--- config.mk ---
export PLATFORM = sky130hd
export DESIGN_NAME = bfc_frame_eval
export DESIGN_NICKNAME = d
export VERILOG_FILES = /design/src/hdl/bfc_pkg.sv /design/src/hdl/bfc_frame_eval.sv
export SDC_FILE = /design/constraint.sdc
export NUM_CORES = 1
export LEC_CHECK = 0
export ABC_AREA = 0
export BUFFER_PORTS_ARGS = -buffer_cell sky130_fd_sc_hd__buf_4
export CAP_MARGIN = 5
export CORE_MARGIN = 2
export CORE_UTILIZATION = 64
export CTS_BUF_LIST = sky130_fd_sc_hd__clkbuf_2 sky130_fd_sc_hd__clkbuf_4 sky130_fd_sc_hd__clkbuf_8
export CTS_CLUSTER_DIAMETER = 40
export DETAILED_ROUTE_END_ITERATION = 6
export GPL_TIMING_DRIVEN = 0
export PLACE_DENSITY = 0.83
export SLEW_MARGIN = 25
export SYNTH_ARGS = -nofsm -noshare
export SYNTH_HDL_FRONTEND = slang
export SYNTH_SLANG_ARGS = --single-unit
--- constraint.sdc ---
create_clock -name clk -period 8.2 [get_ports clk]
set_input_delay 0.41 -clock clk [delete_from_list [all_inputs] [get_ports clk]]
set_output_delay 0.41 -clock clk [all_outputs]
set_load 0.03 [all_outputs]
--- src/hdl/bfc_pkg.sv ---
// Types and constants of the battery-monitor frame checker.
package bfc_pkg;

	localparam logic [7:0] FRAME_START    = 8'hDD;
	localparam logic [7:0] FRAME_END      = 8'h77;
	localparam logic [8:0] FRAME_OVERHEAD = 9'd7;
	localparam logic [8:0] POSITION_LIMIT = 9'd263;
	localparam logic [7:0] REG_RESET      = 8'd3;

	typedef enum logic [2:0] {
		VERDICT_OK        = 3'd0,
		VERDICT_SHORT     = 3'd1,
		VERDICT_BAD_START = 3'd2,
		VERDICT_BAD_REG   = 3'd3,
		VERDICT_BAD_LEN   = 3'd4,
		VERDICT_BAD_SUM   = 3'd5,
		VERDICT_BAD_END   = 3'd6
	} verdict_t;

	typedef struct packed {
		logic [7:0] rx_byte;
		logic       last_byte;
	} rx_item_t;

	typedef struct packed {
		verdict_t   verdict;
		logic [7:0] payload_length;
	} result_t;

endpackage

--- src/hdl/bfc_frame_eval.sv ---
// Per-frame state and verdict logic of the frame checker.
module bfc_frame_eval (
	input  logic              clk,
	input  logic              arst_n,
	input  logic              advance,
	input  bfc_pkg::rx_item_t item_s1,
	input  logic [7:0]        expected_register,
	output bfc_pkg::result_t  result
);
	import bfc_pkg::*;

	logic [8:0]  byte_position_q;
	logic [15:0] running_sum_q;
	logic [7:0]  length_field_q;
	logic [15:0] received_check_q;
	logic        start_bad_q;
	logic        register_bad_q;

	logic [8:0]  pos_d;
	logic [15:0] sum_d;
	logic [7:0]  len_d;
	logic [15:0] check_d;
	logic        start_bad_d;
	logic        register_bad_d;
	logic [8:0]  check_hi_pos;
	logic [8:0]  check_lo_pos;
	logic [15:0] sum_add;
	logic [15:0] expected_check;
	verdict_t    verdict;

	assign check_hi_pos = {1'b0, length_field_q} + 9'd4;
	assign check_lo_pos = {1'b0, length_field_q} + 9'd5;
	assign sum_add      = running_sum_q + {8'd0, item_s1.rx_byte};

	// Route the byte by its position in the frame
	always_comb begin
		sum_d          = running_sum_q;
		len_d          = length_field_q;
		check_d        = received_check_q;
		start_bad_d    = start_bad_q;
		register_bad_d = register_bad_q;
		if (byte_position_q == 9'd0) begin
			start_bad_d = (item_s1.rx_byte != FRAME_START);
		end else if (byte_position_q == 9'd1) begin
			register_bad_d = (item_s1.rx_byte != expected_register);
		end else if (byte_position_q == 9'd2) begin
			sum_d = sum_add;
		end else if (byte_position_q == 9'd3) begin
			len_d = item_s1.rx_byte;
			sum_d = sum_add;
		end else if (byte_position_q < check_hi_pos) begin
			sum_d = sum_add;
		end else if (byte_position_q == check_hi_pos) begin
			check_d = {item_s1.rx_byte, 8'h00};
		end else if (byte_position_q == check_lo_pos) begin
			check_d = {received_check_q[15:8], item_s1.rx_byte};
		end
		pos_d = (byte_position_q < POSITION_LIMIT) ? byte_position_q + 9'd1 : byte_position_q;
	end

	assign expected_check = 16'd0 - sum_d;

	// First failing check wins
	always_comb begin
		if (pos_d < FRAME_OVERHEAD) begin
			verdict = VERDICT_SHORT;
		end else if (start_bad_d) begin
			verdict = VERDICT_BAD_START;
		end else if (register_bad_d) begin
			verdict = VERDICT_BAD_REG;
		end else if ({1'b0, len_d} != pos_d - FRAME_OVERHEAD) begin
			verdict = VERDICT_BAD_LEN;
		end else if (expected_check != check_d) begin
			verdict = VERDICT_BAD_SUM;
		end else if (item_s1.rx_byte != FRAME_END) begin
			verdict = VERDICT_BAD_END;
		end else begin
			verdict = VERDICT_OK;
		end
		result.verdict        = verdict;
		result.payload_length = (verdict == VERDICT_OK) ? len_d : 8'd0;
	end

	// Clear after the marked byte, else hold the updated state
	always_ff @(posedge clk or negedge arst_n) begin
		if (!arst_n) begin
			byte_position_q  <= '0;
			running_sum_q    <= '0;
			length_field_q   <= '0;
			received_check_q <= '0;
			start_bad_q      <= 1'b0;
			register_bad_q   <= 1'b0;
		end else if (advance) begin
			if (item_s1.last_byte) begin
				byte_position_q  <= '0;
				running_sum_q    <= '0;
				length_field_q   <= '0;
				received_check_q <= '0;
				start_bad_q      <= 1'b0;
				register_bad_q   <= 1'b0;
			end else begin
				byte_position_q  <= pos_d;
				running_sum_q    <= sum_d;
				length_field_q   <= len_d;
				received_check_q <= check_d;
				start_bad_q      <= start_bad_d;
				register_bad_q   <= register_bad_d;
			end
		end
	end

endmodule

==> results.yml <==
yosys:
  ys_ff_latch: 51
  ys.flop_type: "dfrtp_1"
  ys_types: 68
  synth-async-reset-ratio_pct: 100
  syn-mean-instance-area_um2: 8.19
  synth-edff-count: 0
  yosysWarnings: 0
  synth_area_um2: 5440
  syn_inst: 664
  yosysSeqAreaShare_pct: 23.5
  syn_nets: 711
grt:
  grt_usage_pct: 38.6
  gr-total-overflow: 0
  antenna_found_initial: 0
  grt_pass1_wl_um: 27100
  grt_pass1_vias: 5223
  grt_max_degree: 52
layout:
  regArea_um2: 1280
  finalNetCount: 748
  area_growth_pct: 8.42
  stdcell_area_um2: 5900
  utilization_pct: 71.8
  fillCellCount: 682
  diodes: 0
  drive_above_1_share_pct: 9.83
  multi_input_area_um2: 3890
  final_common_cell: "nand2_1"
  layout_common_cells: "53 x nand2_1, 51 x dfrtp_1, 37 x xnor2_1"
worst_setup_path:
  path_class: "reg2out"
  cp_top_family: "simple AND/OR/NAND/NOR gates"
  worstSetupEndpointType: "primary output"
  r2r_setup_slack_ns: 4.01
  critPathMaxFanout: 10
  worstPathRequired_ns: 7.79
  slowest_stage: "or4b_1"
  cpMostUsedCell: "nand4_1"
  path_buf_inv: 6
  start_kind: "flip-flop"
  max_stage_delay_ns: 0.61
  crit_arrival_ns: 7.14
timing:
  layout_setup_ws_ns: 0.651
  hold_viol: 0
  tightest_slew_ns: 0.932
  grt_setup_unrepaired: "no"
  slew_headroom_pct: 37.4
  clock_skew_ns: 0.0202
  whs_ns: 0.114
  fin_crit_sh_pct: 92.1
  timing.fmax_mhz: 132
  finalMaxSlewViolations: 0
  setup-tns-final_ns: 0
  setup_viol: 0
  finalCriticalPeriod_ns: 7.55
route:
  first_pass_iters: 6
  vias: 5682
  wl_met1_um: 7020
  drtIter0Drc: 630
  drt-total-wl_um: 17200
  top_layer: "met4"
  drc: 0
  wl_met3_um: 1980
  routedWlPerCell_um: 21.3
  ant_nets: 0
  viasPerCell: 7.04
  wl_met2_um: 7660
min_path:
  hold_path_class: "in2async"
clock_tree:
  cts_buffers: 5
  clk_latency_ns: 0.34
  hold_buffers: 0
  cts_setup_buffers: 0
  cts_resized: 0
  h-tree-depth: 2
  cts.sinks: 51
  cts-root-buf: "clkbuf_8"
  path_clk_slew_ns: 0.12
  clk_path_buf_depth: 2
  tritoncts: "yes"
floorplan:
  core_area_um2: 8220
  start_util_pct: 66.2
  die_h_um: 96.2
  die-area_um2: 9250
  ios: 31
  fp.dieW_um: 96.2
  rows: 33
placed_design:
  io_buffers: 30
  gp_congestion: 0.954
  dpl.hpwl_um: 12900
  place_area_um2: 5810
  pre_cts_slack_ns: 1.15
power_and_ir_drop:
  power_density_nw_per_um2: 187
  p_leak_nw: 2.43
  ir_worst_vdd_uv: 121
status:
  status: "finished, final reports clean"
job:
  max-cap-violations: 0
## registers in the layout, summed over array words and instances (netlist names)
register	cells
byte_position_q	9
length_field_q	8
received_check_q	16
register_bad_q	1
running_sum_q	16
start_bad_q	1
## kinds of logic after synthesis
group | count (synthesis) | share of synthesized area (%)
DFF | 51 | 23.5
and+or+nand+nor | 236 | 24.2
xor gates and xnor gates | 73 | 12.5
buffers and inverters | 68 | 5.31
muxes | 25 | 4.65
adders and majority gates | 27 | 6.35
AOI/OAI and AO/OA | 184 | 23.5
## cells in the mapped netlist (5+ instances only)
cell type,instances,area share [%]
and3_1,7,0.81
buf_2,5,0.46
a211oi_1,6,0.83
nand4_1,11,1.3
a22o_1,26,4.2
a2111oi_0,5,0.81
nor3_1,25,2.3
nor4_1,23,2.6
nand2b_1,7,0.81
inv_1,24,1.7
xor2_1,33,5.3
o31ai_1,16,2.2
or3_1,5,0.58
o31a_1,5,0.81
or4_1,6,0.83
nand2_1,53,3.7
nor4b_1,6,0.97
o22ai_1,18,2.1
nand3_1,21,1.9
a21o_1,6,0.83
mux2i_1,23,4.2
nand4b_1,5,0.81
o21ai_0,33,3.0
nor2_1,31,2.1
dfrtp_1,51,23
xnor2_1,37,6.0
a21oi_1,36,3.3
and2_1,9,1.0
clkbuf_1,32,2.2
ha_1,26,6.0
## power breakdown
part	total (mW)	leakage, nW	internal [mW]	switching, mW
combinational	0.649	1.68	0.248	0.401
sequential	0.292	0.705	0.268	0.0240
clock	0.165	0.0446	0.0635	0.101
## metal layers
metal	global-route usage, %	vias to the layer above
met5	0	-
met4	11.0	0
met3	7.13	59
met2	60.4	356
met1	54.2	2695
li1	-	2572
## path summary, 6_finish.rpt
path | startpoint | to | cells after the start
max | length_field_q[4] | result[4] | 25
min | arst_n | running_sum_q[14] | 1
max reg2reg | length_field_q[4] | received_check_q[4] | 12
min reg2reg | received_check_q[2] | received_check_q[2] | 1
max in group asynchronous | arst_n | received_check_q[7] | 1
min in group clk | item_s1[7] | received_check_q[14] | 2
## layout make-up
class	instances	share of cell area, %
multi-input combinational	545	65.9
sequential	51	21.6
timing repair buffer	30	3.82
buffer	44	3.37
tap	105	2.23
inverter	24	1.53
clock buffer	6	1.29
clock inverter	2	0.212
## stage by stage
step | instances | total power, mW
2_1_floorplan | 664 | 0.766
3_3_place_gp | 799 | 0.895
3_5_place_dp | 799 | 0.918
4_1_cts | 807 | 1.07
5_1_grt | 807 | 1.16
6_report | 807 | 1.11
Note: power is estimated with default switching activity, not from simulation.
